File: src/rtl/gik_pkg.sv
// ----------------------------------------------------------------------------
// gik_pkg
// Shared widths, status codes and item types for the key grouping unit.
// ----------------------------------------------------------------------------
package gik_pkg;

	localparam int IDX_W  = 16;   // point index width
	localparam int KEY_W  = 6;    // subgrid key width
	localparam int CNT_W  = 7;    // counts up to 64
	localparam int ST_W   = 2;    // status width
	localparam int KEYS   = 64;   // full key space
	localparam int MASK_W = 64;   // staged mask width

	localparam int MAX_POINTS_DEF   = 64;
	localparam int NUM_SUBGRIDS_DEF = 64;

	// status codes
	localparam logic [ST_W-1:0] ST_OK       = 2'd0;
	localparam logic [ST_W-1:0] ST_UNSTAGED = 2'd1;
	localparam logic [ST_W-1:0] ST_OVERFLOW = 2'd2;

	// one input word as queued between front and back
	typedef struct packed {
		logic [IDX_W-1:0] point_index;
		logic [KEY_W-1:0] subgrid_key;
		logic             last_point;
	} item_t;

	// back end handshake towards the front queue
	typedef struct packed {
		logic pop;
		logic run_done;
	} back_ctl_t;

endpackage

File: src/rtl/gik_ram.sv
// ----------------------------------------------------------------------------
// gik_ram
// Generic single write, single read RAM with registered read data.
// ----------------------------------------------------------------------------
module gik_ram #(
	parameter int WIDTH = 8,
	parameter int DEPTH = 64
) (
	input  logic                     clk,
	input  logic                     we,
	input  logic [$clog2(DEPTH)-1:0] waddr,
	input  logic [WIDTH-1:0]         wdata,
	input  logic [$clog2(DEPTH)-1:0] raddr,
	output logic [WIDTH-1:0]         rdata
);

	logic [WIDTH-1:0] mem_q [DEPTH];
	logic [WIDTH-1:0] rdata_q;

	// write port and registered read
	always_ff @(posedge clk) begin
		if (we) begin
			mem_q[waddr] <= wdata;
		end
		rdata_q <= mem_q[raddr];
	end

	assign rdata = rdata_q;

endmodule

File: src/rtl/gik_front.sv
// ----------------------------------------------------------------------------
// gik_front
// Accepts input words into a two-entry queue and holds off new words
// while a flagged set is being grouped and emitted.
// ----------------------------------------------------------------------------
module gik_front (
	input  logic              clk,
	input  logic              arst_n,
	input  logic              start,
	input  gik_pkg::item_t    item_in,
	output logic              busy,
	output logic              q_valid,
	output gik_pkg::item_t    q_item,
	input  gik_pkg::back_ctl_t ctl
);
	import gik_pkg::*;

	item_t      ent_q [2];
	logic       wptr_q;
	logic       rptr_q;
	logic [1:0] cnt_q;
	logic       run_q;
	logic       push;

	assign busy    = (cnt_q == 2'd2) || run_q;
	assign push    = start && !busy;
	assign q_valid = (cnt_q != 2'd0);
	assign q_item  = ent_q[rptr_q];

	// queue storage
	always_ff @(posedge clk) begin
		if (push) begin
			ent_q[wptr_q] <= item_in;
		end
	end

	// queue pointers and run flag
	always_ff @(posedge clk or negedge arst_n) begin
		if (!arst_n) begin
			wptr_q <= 1'b0;
			rptr_q <= 1'b0;
			cnt_q  <= 2'd0;
			run_q  <= 1'b0;
		end else begin
			if (push) begin
				wptr_q <= !wptr_q;
			end
			if (ctl.pop) begin
				rptr_q <= !rptr_q;
			end
			cnt_q <= cnt_q + 2'(push) - 2'(ctl.pop);
			if (push && item_in.last_point) begin
				run_q <= 1'b1;
			end else if (ctl.run_done) begin
				run_q <= 1'b0;
			end
		end
	end

	a_no_overfill: assert property (@(posedge clk) disable iff (!arst_n)
		cnt_q != 2'd3) else $error("front queue count out of range");

endmodule

File: src/rtl/gik_back.sv
// ----------------------------------------------------------------------------
// gik_back
// Builds one linked list of points per key while loading, then walks the
// keys in ascending order and emits each list with group counts, ending the run after an unstaged key's list.
// ----------------------------------------------------------------------------
module gik_back #(
	parameter int MAX_POINTS   = gik_pkg::MAX_POINTS_DEF,
	parameter int NUM_SUBGRIDS = gik_pkg::NUM_SUBGRIDS_DEF
) (
	input  logic                         clk,
	input  logic                         arst_n,
	input  logic                         q_valid,
	input  gik_pkg::item_t               q_item,
	output gik_pkg::back_ctl_t           ctl,
	input  logic [gik_pkg::MASK_W-1:0]   staged_mask,
	output logic                         result_valid,
	output logic [gik_pkg::IDX_W-1:0]    sorted_index,
	output logic [gik_pkg::KEY_W-1:0]    group_key,
	output logic                         group_end,
	output logic [gik_pkg::CNT_W-1:0]    group_count,
	output logic [gik_pkg::CNT_W-1:0]    group_total,
	output logic [gik_pkg::ST_W-1:0]     status,
	output logic                         run_last
);
	import gik_pkg::*;

	localparam int PW   = $clog2(MAX_POINTS);
	localparam int KTW  = 2 * PW + CNT_W;
	localparam int KAW  = $clog2(KEYS);

	localparam logic [2:0] S_LOAD = 3'd0;
	localparam logic [2:0] S_LWR  = 3'd1;
	localparam logic [2:0] S_SCAN = 3'd2;
	localparam logic [2:0] S_HEAD = 3'd3;
	localparam logic [2:0] S_WALK = 3'd4;

	logic [2:0]       state_q;
	item_t            item_q;
	logic [KEYS-1:0]  present_q;
	logic [CNT_W-1:0] fill_q;
	logic             ovf_q;
	logic [CNT_W-1:0] groups_q;
	logic [CNT_W-1:0] done_q;
	logic [KEY_W-1:0] key_q;
	logic [CNT_W-1:0] remain_q;
	logic [CNT_W-1:0] gcnt_q;

	logic             res_valid_q;
	logic [IDX_W-1:0] res_idx_q;
	logic [KEY_W-1:0] res_key_q;
	logic             res_end_q;
	logic [CNT_W-1:0] res_cnt_q;
	logic [CNT_W-1:0] res_tot_q;
	logic [ST_W-1:0]  res_st_q;
	logic             res_last_q;

	// key table: head, tail, count per key
	logic             kt_we;
	logic [KAW-1:0]   kt_raddr;
	logic [KTW-1:0]   kt_wdata;
	logic [KTW-1:0]   kt_rdata;
	logic [PW-1:0]    kt_head;
	logic [PW-1:0]    kt_tail;
	logic [CNT_W-1:0] kt_cnt;

	logic             pt_we;
	logic             nx_we;
	logic [PW-1:0]    fill_ptr;
	logic [PW-1:0]    rd_ptr;
	logic [IDX_W-1:0] pt_rdata;
	logic [PW-1:0]    nx_rdata;

	logic             room;
	logic             hit;
	logic             staged;
	logic             finish;

	assign kt_head  = kt_rdata[KTW-1 -: PW];
	assign kt_tail  = kt_rdata[CNT_W +: PW];
	assign kt_cnt   = kt_rdata[CNT_W-1:0];
	assign fill_ptr = fill_q[PW-1:0];
	assign room     = (fill_q != CNT_W'(MAX_POINTS));
	assign hit      = present_q[item_q.subgrid_key];
	assign staged   = (int'(key_q) < NUM_SUBGRIDS) && staged_mask[key_q];

	// memory address and write control
	always_comb begin
		kt_raddr = (state_q == S_LOAD) ? q_item.subgrid_key : key_q;
		rd_ptr   = (state_q == S_HEAD) ? kt_head : nx_rdata;
		kt_we    = (state_q == S_LWR) && room;
		pt_we    = kt_we;
		nx_we    = kt_we && hit;
		if (hit) begin
			kt_wdata = {kt_head, fill_ptr, kt_cnt + CNT_W'(1)};
		end else begin
			kt_wdata = {fill_ptr, fill_ptr, CNT_W'(1)};
		end
	end

	gik_ram #(.WIDTH(KTW), .DEPTH(KEYS)) u_keytab (
		.clk(clk), .we(kt_we), .waddr(item_q.subgrid_key), .wdata(kt_wdata),
		.raddr(kt_raddr), .rdata(kt_rdata)
	);

	gik_ram #(.WIDTH(IDX_W), .DEPTH(MAX_POINTS)) u_points (
		.clk(clk), .we(pt_we), .waddr(fill_ptr), .wdata(item_q.point_index),
		.raddr(rd_ptr), .rdata(pt_rdata)
	);

	gik_ram #(.WIDTH(PW), .DEPTH(MAX_POINTS)) u_next (
		.clk(clk), .we(nx_we), .waddr(kt_tail), .wdata(fill_ptr),
		.raddr(rd_ptr), .rdata(nx_rdata)
	);

	// end of run: last point of an unstaged group, or of the final group
	assign finish = (state_q == S_WALK) && (remain_q == CNT_W'(1)) &&
		(!staged || (done_q + CNT_W'(1) == groups_q));

	assign ctl.pop      = (state_q == S_LOAD) && q_valid;
	assign ctl.run_done = finish;

	// held item
	always_ff @(posedge clk) begin
		if (ctl.pop) begin
			item_q <= q_item;
		end
	end

	// sequencer
	always_ff @(posedge clk or negedge arst_n) begin
		if (!arst_n) begin
			state_q   <= S_LOAD;
			present_q <= '0;
			fill_q    <= '0;
			ovf_q     <= 1'b0;
			groups_q  <= '0;
			done_q    <= '0;
			key_q     <= '0;
			remain_q  <= '0;
			gcnt_q    <= '0;
		end else begin
			unique case (state_q)
				S_LOAD: begin
					if (q_valid) begin
						state_q <= S_LWR;
					end
				end
				S_LWR: begin
					if (room) begin
						fill_q <= fill_q + CNT_W'(1);
						if (!hit) begin
							present_q[item_q.subgrid_key] <= 1'b1;
							groups_q <= groups_q + CNT_W'(1);
						end
					end else begin
						ovf_q <= 1'b1;
					end
					if (item_q.last_point) begin
						state_q <= S_SCAN;
						key_q   <= '0;
						done_q  <= '0;
					end else begin
						state_q <= S_LOAD;
					end
				end
				S_SCAN: begin
					if (present_q[key_q]) begin
						state_q <= S_HEAD;
					end else begin
						key_q <= key_q + KEY_W'(1);
					end
				end
				S_HEAD: begin
					remain_q <= kt_cnt;
					gcnt_q   <= kt_cnt;
					state_q  <= S_WALK;
				end
				S_WALK: begin
					if (finish) begin
						state_q   <= S_LOAD;
						present_q <= '0;
						fill_q    <= '0;
						ovf_q     <= 1'b0;
						groups_q  <= '0;
					end else if (remain_q == CNT_W'(1)) begin
						done_q  <= done_q + CNT_W'(1);
						key_q   <= key_q + KEY_W'(1);
						state_q <= S_SCAN;
					end else begin
						remain_q <= remain_q - CNT_W'(1);
					end
				end
				default: begin
					state_q <= S_LOAD;
				end
			endcase
		end
	end

	// result strobe
	always_ff @(posedge clk or negedge arst_n) begin
		if (!arst_n) begin
			res_valid_q <= 1'b0;
		end else begin
			res_valid_q <= (state_q == S_WALK);
		end
	end

	// result word
	always_ff @(posedge clk) begin
		if (state_q == S_WALK) begin
			res_idx_q  <= pt_rdata;
			res_key_q  <= key_q;
			res_end_q  <= (remain_q == CNT_W'(1));
			res_cnt_q  <= (remain_q == CNT_W'(1)) ? gcnt_q : '0;
			res_tot_q  <= '0;
			res_st_q   <= ST_OK;
			res_last_q <= finish;
			if (finish) begin
				if (!staged) begin
					res_st_q <= ST_UNSTAGED;
				end else begin
					res_tot_q <= groups_q;
					res_st_q  <= ovf_q ? ST_OVERFLOW : ST_OK;
				end
			end
		end
	end

	assign result_valid = res_valid_q;
	assign sorted_index = res_idx_q;
	assign group_key    = res_key_q;
	assign group_end    = res_end_q;
	assign group_count  = res_cnt_q;
	assign group_total  = res_tot_q;
	assign status       = res_st_q;
	assign run_last     = res_last_q;

	a_clear_at_end: assert property (@(posedge clk) disable iff (!arst_n)
		(res_valid_q && res_last_q) |-> (present_q == '0 && fill_q == '0))
		else $error("run state not cleared after final word");

	a_fill_bound: assert property (@(posedge clk) disable iff (!arst_n)
		fill_q <= CNT_W'(MAX_POINTS)) else $error("fill count beyond capacity");

	a_pop_only_load: assert property (@(posedge clk) disable iff (!arst_n)
		ctl.pop |=> (state_q == S_LWR)) else $error("pop outside load");

endmodule

File: src/rtl/group_indices_by_key_with_counts_unit.sv
// ----------------------------------------------------------------------------
// group_indices_by_key_with_counts_unit
// Groups loaded point indices by subgrid key, keeping arrival order within
// a key, and reports group counts, group total and staging status.
// ----------------------------------------------------------------------------
//  channel   handshake                      words
//  input     start / busy                   point_index, subgrid_key, last_point
//  result    result_valid                   sorted_index .. run_last
//  config    APB psel/penable/pwrite        staged_mask at byte address 0
//
//  The back end loads each point by a key table read, then a list update;
//  a two-entry queue takes words at 1 per cycle while busy is low.
//  Emission scans the keys (up to 64), reads the head of each present
//  group, then emits its points in list order. busy stays high from the
//  flagged word until the final result. Results cannot be stalled. Reset
//  clears all control state; point memories need no clearing.
// ----------------------------------------------------------------------------
module group_indices_by_key_with_counts_unit #(
	parameter int MAX_POINTS   = gik_pkg::MAX_POINTS_DEF,
	parameter int NUM_SUBGRIDS = gik_pkg::NUM_SUBGRIDS_DEF
) (
	input  logic                        clk,
	input  logic                        arst_n,
	input  logic                        start,
	output logic                        busy,
	input  logic [gik_pkg::IDX_W-1:0]   point_index,
	input  logic [gik_pkg::KEY_W-1:0]   subgrid_key,
	input  logic                        last_point,
	output logic                        result_valid,
	output logic [gik_pkg::IDX_W-1:0]   sorted_index,
	output logic [gik_pkg::KEY_W-1:0]   group_key,
	output logic                        group_end,
	output logic [gik_pkg::CNT_W-1:0]   group_count,
	output logic [gik_pkg::CNT_W-1:0]   group_total,
	output logic [gik_pkg::ST_W-1:0]    status,
	output logic                        run_last,
	input  logic                        psel,
	input  logic                        penable,
	input  logic                        pwrite,
	input  logic [2:0]                  paddr,
	input  logic [63:0]                 pwdata,
	output logic [63:0]                 prdata,
	output logic                        pready
);
	import gik_pkg::*;

	logic [MASK_W-1:0] mask_q;
	item_t             item_in;
	item_t             q_item;
	logic              q_valid;
	back_ctl_t         ctl;

	// config register
	always_ff @(posedge clk or negedge arst_n) begin
		if (!arst_n) begin
			mask_q <= '0;
		end else if (psel && penable && pwrite && paddr == 3'd0) begin
			mask_q <= pwdata;
		end
	end

	assign pready = 1'b1;
	assign prdata = (paddr == 3'd0) ? mask_q : '0;

	assign item_in = '{point_index: point_index, subgrid_key: subgrid_key,
		last_point: last_point};

	gik_front u_front (
		.clk(clk), .arst_n(arst_n), .start(start), .item_in(item_in),
		.busy(busy), .q_valid(q_valid), .q_item(q_item), .ctl(ctl)
	);

	gik_back #(.MAX_POINTS(MAX_POINTS), .NUM_SUBGRIDS(NUM_SUBGRIDS)) u_back (
		.clk(clk), .arst_n(arst_n), .q_valid(q_valid), .q_item(q_item),
		.ctl(ctl), .staged_mask(mask_q), .result_valid(result_valid),
		.sorted_index(sorted_index), .group_key(group_key),
		.group_end(group_end), .group_count(group_count),
		.group_total(group_total), .status(status), .run_last(run_last)
	);

endmodule
File: config.mk
export PLATFORM = sky130hd
export DESIGN_NAME = group_indices_by_key_with_counts_unit
export DESIGN_NICKNAME = d
export VERILOG_FILES = /design/src/rtl/gik_pkg.sv /design/src/rtl/gik_ram.sv /design/src/rtl/gik_front.sv /design/src/rtl/gik_back.sv /design/src/rtl/group_indices_by_key_with_counts_unit.sv
export SDC_FILE = /design/constraint.sdc
export NUM_CORES = 2
export LEC_CHECK = 0
export BUFFER_PORTS_ARGS = -buffer_cell sky130_fd_sc_hd__buf_2
export CORE_ASPECT_RATIO = 0.9
export CORE_MARGIN = 2
export CORE_UTILIZATION = 33
export CTS_CLUSTER_DIAMETER = 120
export DETAILED_ROUTE_END_ITERATION = 8
export GPL_ROUTABILITY_DRIVEN = 0
export PLACE_DENSITY = 0.51
export RECOVER_POWER = 50
export REMOVE_ABC_BUFFERS = 1
export SLEW_MARGIN = 20
export SYNTH_ARGS = -nofsm -noshare
export SYNTH_HDL_FRONTEND = slang
export SYNTH_SLANG_ARGS = --single-unit
File: constraint.sdc
create_clock -name clk -period 13.9 [get_ports clk]
set_input_delay 2.78 -clock clk [delete_from_list [all_inputs] [get_ports clk]]
set_output_delay 2.78 -clock clk [all_outputs]
set_load 0.02 [all_outputs]
Word level (Yosys, flattened, before mapping)

Memory sizes are Yosys's and may differ from the RTL's. A register that Yosys moved wholly into a read port is not among the register bits.
Index checks and enable logic that the tools add are counted.
W data, S select, Z words.

Memories: 4
Output and inout port bits: 107
Logic and storage cells: 146
Flip-flop bits (word level): 242
Input port bits: 96
Bits in writable memories: 2670

Equality and inequality tests: 20
Order comparisons: 3
Multiplexer cells: 52
Bitwise gates (word level): 1
Reductions and logical operators: 32
Add/subtract/negate cells: 8

Memory list:

| memory                | words | bits a word | read ports | clocked after Yosys merged registers in | write ports | RTL line        | text |
|---|---|---|---|---|---|---|---|
| u_back.u_keytab.mem_q | 64    | 19          | 1          | 1                                       | 1           | gik_ram.sv:17   | `logic [WIDTH-1:0] mem_q [DEPTH];` |
| u_back.u_points.mem_q | 64    | 16          | 1          | 1                                       | 1           | gik_ram.sv:17   |  |
| u_back.u_next.mem_q   | 64    | 6           | 1          | 1                                       | 1           | gik_ram.sv:17   |  |
| u_front.ent_q         | 2     | 23          | 1          | 0                                       | 1           | gik_front.sv:18 | `item_t ent_q [2];` |

Operators by type and width:

| cell                  | count |
|---|---|
| $mux W64              | 4 |
| $pmux W64 S2          | 1 |
| $or A64 B64 Y64       | 1 |
| $mux W7               | 9 |
| $pmux W7 S2           | 4 |
| $mux W6               | 6 |
| $add A7 B1 Y7 const B | 4 |
| $mux W19              | 1 |
| $bmux W1 S6           | 3 |
| $pmux W6 S3           | 1 |
| $pmux W3 S5           | 1 |
| $lt A6 B7 Y1 const B  | 2 |
| $mux W1               | 14 |
| $mux W3               | 4 |
| $ne A2 B2 Y1 const B  | 6 |
| $reduce_and A3 Y1     | 4 |
| $logic_and A1 B1 Y1   | 11 |
| $ne A2 B1 Y1 const B  | 5 |
| $reduce_and A4 Y1     | 2 |
| $reduce_bool A2 Y1    | 4 |
| $eq A7 B1 Y1 const B  | 1 |
| $eq A7 B7 Y1          | 1 |
| $ne A7 B7 Y1 const B  | 1 |
| $sub A7 B1 Y7 const B | 1 |
| other kinds (18)      | 25 |

Depth between registers and ports, before layout

Depth in word-level cells: 8
Depth in mapped cells: 12
Depth with buffers taken out: 9

Cells and area by module

A second synthesis with hierarchy kept.

Cell total of the unflattened synthesis: 5716
Area total of the unflattened synthesis: 116754.5 µm²

By module, submodules not included:

| module                                | area each (µm²) | cells an instance | sequential area each (µm²) | instances |
|---|---|---|---|---|
| gik_ram at u_back.u_keytab            | 47113.9         | 2113              | 36895.4                    | 1 |
| gik_ram at u_back.u_points            | 40042.2         | 1829              | 31069.8                    | 1 |
| gik_ram at u_back.u_next              | 15225.9         | 720               | 11651.2                    | 1 |
| gik_back                              | 9200.1          | 749               | 4644.5                     | 1 |
| group_indices_by_key_with_counts_unit | 3146.8          | 210               | 1601.5                     | 1 |
| gik_front                             | 2025.7          | 95                | 1506.4                     | 1 |

Least setup slack after synthesis

OpenSTA, ideal clock, no wires.

Kind: input -> output
From: input paddr[1]
To: output prdata[10]
Stages on the path: 4
Buffers on the path: 2
Data arrival time: 3690 ps
Setup slack: 7430 ps
Data required time: 11120 ps
Cells stage by stage: nor3_1 > clkbuf_1 > clkbuf_1 > and2_1

Word-level cells in the longest chain between the ends: 2

Ends and longest elaborated chain:

| item               | RTL line                                    | text |
|---|---|---|
| start: declaration | group_indices_by_key_with_counts_unit.sv:40 | `input logic [2:0] paddr,` |
| $logic_not A3 Y1   | group_indices_by_key_with_counts_unit.sv:63 | `assign prdata = (paddr == 3'd0) ? mask_q : '0;` |
| $mux W64           | group_indices_by_key_with_counts_unit.sv:63 |  |
| end: declaration   | group_indices_by_key_with_counts_unit.sv:42 | `output logic [63:0] prdata,` |

Every way passes these cells.

Worst setup path in the final report

From: register u_back.fill_q[5]
To: memory u_back.u_points.mem_q[44][9] (netlist name), enable pin

Word-level cells in the longest chain between the ends: 4

Ends and longest elaborated chain:

| item                          | RTL line        | text |
|---|---|---|
| start: declaration            | gik_back.sv:40  | `logic [CNT_W-1:0] fill_q;` |
| start signal: assignment      | gik_back.sv:150 | `fill_q <= fill_q + CNT_W'(1);` |
| $ne A7 B7 Y1                  | gik_back.sv:82  | `assign room = (fill_q != CNT_W'(MAX_POINTS));` |
| $logic_and A1 B1 Y1           | gik_back.sv:90  | `kt_we = (state_q == S_LWR) && room;` |
| $mux W1                       | gik_ram.sv:22   | `if (we) begin` |
| $mux W1 (not written as such) | gik_ram.sv:23   | `mem_q[waddr] <= wdata;` |
| end: declaration              | gik_ram.sv:17   |  |

Parallel ways exist; a longest one is shown, timed or not.

==> flow_metrics.py <==
metrics = {
    "floorplan": {
        "coreArea_um2": 356000,
        "start_util_pct": 33.1,
        "dieHeight_um": 571,
        "row_count": 208,
        "dieArea_um2": 362000,
        "die_w_um": 634,
        "io_pins": 203,
    },
    "global_routing": {
        "grt_max_degree": 153,
        "antenna_found_initial": 8,
        "grt_overflow": 0,
        "gr-usage-all-layers_pct": 17.2,
        "grt_pass1_wl_um": 461000,
        "grt_pass1_vias": 64918,
    },
    "setup_path": {
        "timing.rr.end": "u_back.u_points.mem_q[44][9]$_DFFE_PP_",
        "worstSetupPathType": "reg2reg",
        "crit_path_end_kind": "flip-flop",
        "crit_required_ns": 14.31,
        "worstRegToRegCells": 4,
        "cp_max_fo": 78,
        "r2r_start": "u_back.fill_q[5]$_DFFE_PN0P_",
        "critPathArrivalTime_ns": 8.05,
        "regToRegSetupSlack_ns": 6.26,
        "setup.worst_path.start_class": "flip-flop",
    },
    "yosys": {
        "synth-main-ff-cell": "edfxtp_1",
        "avgSynthCellArea_um2": 16.2,
        "synth_compound_area_share_pct": 3.63,
        "synth-edff-count": 2733,
        "ys_seq_elements": 2953,
        "netlist_area_um2": 118000,
        "yosys.area_share.simple_pct": 8.74,
        "synth_top_family_by_area": "multiplexers",
        "yosysTopAreaCell": "edfxtp_1",
        "synth_top_area_share_pct": 69.6,
        "synthArstFlopShare_pct": 6.06,
        "synthMuxAreaShare_pct": 11.5,
        "netlist_instances": 7288,
        "synth_xor_area_share_pct": 0.158,
        "post_synth_num_cell_types": 77,
        "synth-adder-area-share_pct": 0.106,
        "netlist_top_cells_area": "edfxtp_1, mux4_2, nand2_1",
        "ys_warn_count": 0,
        "ys_seq_area_share_pct": 74.1,
    },
    "pwr": {
        "power_density_nw_per_um2": 230,
        "internal_power_uw": 19700,
        "ir_drop_mv": 0.304,
        "p_total_uw": 30900,
        "power_frac_comb_pct": 35.0,
        "p_seq_share_pct": 39.0,
        "p_leak_uw": 0.0457,
        "switchingPower_uw": 11200,
        "power.share.switching_pct": 36.3,
        "power_frac_clock_pct": 26.0,
    },
    "detailed_routing": {
        "dr.first_iter.drc_count": 6352,
        "wl_per_cell_um": 25.2,
        "drc_errors": 0,
        "ant_nets": 0,
        "wl_um": 316000,
        "drt_first_pass_iters": 5,
        "viasPerCell": 5.22,
        "vias": 65360,
    },
    "worst_hold_path": {
        "min_from": "u_back.u_points.rdata[11]$_DFF_P_",
        "hold_depth": 0,
        "hold_class": "reg2reg",
        "min_delay_worst_endpoint": "u_back.sorted_index[11]$_DFFE_PP_",
    },
    "finish": {
        "final_cell_mix": "edfxtp_1, nand2_1, nand3_1, mux2i_1, mux4_2",
        "utilization_pct": 37.8,
        "final_area_um2": 134000,
        "fillers": 33075,
        "drive_gt1_share_pct": 16.7,
        "final_common_cell": "edfxtp_1",
        "syn_to_final_growth_pct": 14.1,
        "nNetsFinal": 7656,
    },
    "place": {
        "post_dp_cell_area_um2": 125000,
        "port-buffer-count": 201,
        "dp_hpwl_um": 178000,
        "place_worst_setup_slack_ns": 7.32,
    },
    "cts": {
        "clockBufferDepth": 4,
        "cts_buffers": 313,
        "h-tree-depth": 5,
        "cts.repair.resized": 0,
        "cts_sinks": 2953,
        "cts_hold_buf": 0,
        "clk_pin_slew_ns": 0.06,
        "clkLatencyLatePin_ns": 0.88,
        "cts_tree": "yes",
        "cts_root_buf": "clkbuf_16",
        "cts_setup_buffers": 0,
    },
    "timing": {
        "finalCriticalPeriod_ns": 7.64,
        "skew_ns": 0.0821,
        "slew_violations": 2501,
        "setup-violations-final": 0,
        "post-route-period-util_pct": 55.0,
        "fmax_mhz": 131,
        "worstMarginPinSlew_ns": 5.20,
        "grt_setup_unrepaired": "no",
        "final-hold-violation-count": 0,
        "maxSlewHeadroom_pct": -246,
        "setup_ws_ns": 6.26,
        "whs_ns": 0.414,
    },
    "outcome": {
        "status": "finished with violations",
        "violations": "max-capacitance violations, max-slew violations",
    },
    "flow_run": {
        "cap_viol_max_count": 47,
    },
}
## synth_stat cells (41+ instances only)
cell type,number
a311oi_1,110
buf_2,109
dfxtp_1,41
nand2_1,1201
clkbuf_1,283
dfrtp_1,179
edfxtp_1,2733
mux2i_1,438
nor2_1,241
buf_1,61
nor2b_1,62
mux4_2,342
a31oi_1,67
nand3_1,581
and2_1,83
a211oi_1,95
o21ai_0,82
a21oi_1,49
mux2_2,125
and3_1,72
## cell families (layout without fill, tap and decap cells)
group                      Yosys count  count (layout)
DFF                               2953            2953
and+or+nand+nor                   2325            2325
muxes                              907             907
AOI/OAI and AO/OA                  576             576
buffers and inverters              498            1002
xor gates and xnor gates            18              18
adders and majority gates           10              10
other                                1               7
## worst max-delay path by stage
stage	end	from	slack, ns
3_5_place_dp	prdata[28]	paddr[1]	7.32
2_1_floorplan	u_back.u_keytab.rdata[0]$_DFF_P_	u_front.rptr_q$_DFFE_PN0P_	-6.92
4_1_cts	prdata[28]	paddr[1]	7.32
3_3_place_gp	prdata[0]	paddr[1]	7.38
5_1_grt	mask_q[8]$_DFFE_PN0P_	arst_n	5.11
6_report	u_back.u_points.mem_q[44][9]$_DFFE_PP_	u_back.fill_q[5]$_DFFE_PN0P_	6.26
## stage by stage
stage	instances	TNS, ns
2_1_floorplan	6813	-163.66
4_1_cts	12516	0
5_1_grt	12521	0
6_report	12523	0
3_3_place_gp	11959	0
3_5_place_dp	11959	0
## registers in the layout (all words and copies together) (netlist names), 2 cells and up
name	count
u_back.fill_q	7
u_back.u_keytab.rdata	19
u_back.group_key	6
u_front.cnt_q	2
u_back.item_q	23
u_back.state_q	3
mask_q	64
u_back.groups_q	7
u_back.gcnt_q	7
u_back.key_q	6
u_back.u_next.mem_q	384
u_front.ent_q	46
u_back.done_q	7
u_back.group_total	7
u_back.sorted_index	16
u_back.u_next.rdata	6
u_back.status	2
u_back.u_keytab.mem_q	1216
u_back.u_points.rdata	16
u_back.group_count	7
u_back.present_q	64
u_back.u_points.mem_q	1024
u_back.remain_q	7
## power by group through the flow
stage | logic, µW | registers (µW) | clock network [µW]
after floorplan | 9000 | 12200 | 0
after global placement | 10900 | 12100 | 0
after detailed placement | 11100 | 12100 | 0
after CTS | 11100 | 11900 | 8220
after global routing | 11700 | 12100 | 8550
final | 10800 | 12100 | 8040
## worst max-delay path, cell delays in order (launching register included)
cell and delay (ns):
dfrtp_1 2.26, clkbuf_1 2.80, nand3b_1 0.84, nor2_1 0.26, clkbuf_1 0.94
## routing by layer
| metal | part of all wire (%) | track usage [%] | vias to the layer above | routed length (µm) |
|---|---|---|---|---|
| met2 | 49 | 28.3 | 1940 | 154000 |
| met4 | 2.2 | 4.02 | 0 | 6860 |
| li1 | - | - | 28658 | - |
| met5 | 0 | 0 | - | 0 |
| met3 | 5.3 | 2.18 | 419 | 16900 |
| met1 | 44 | 24.1 | 34343 | 139000 |
## area by class of cell
cell class | instances | area (µm²) | area share (%)
clock buffer | 441 | 8770 | 6.53
clock inverter | 116 | 961 | 0.715
multi-input combinational | 3837 | 28900 | 21.5
sequential | 2953 | 87400 | 65.0
antenna | 6 | 15.0 | 0.0112
inverter | 23 | 87.6 | 0.0651
timing repair buffer | 422 | 2450 | 1.82
tap | 4725 | 5910 | 4.40
Power figures use the tool's default switching activity.
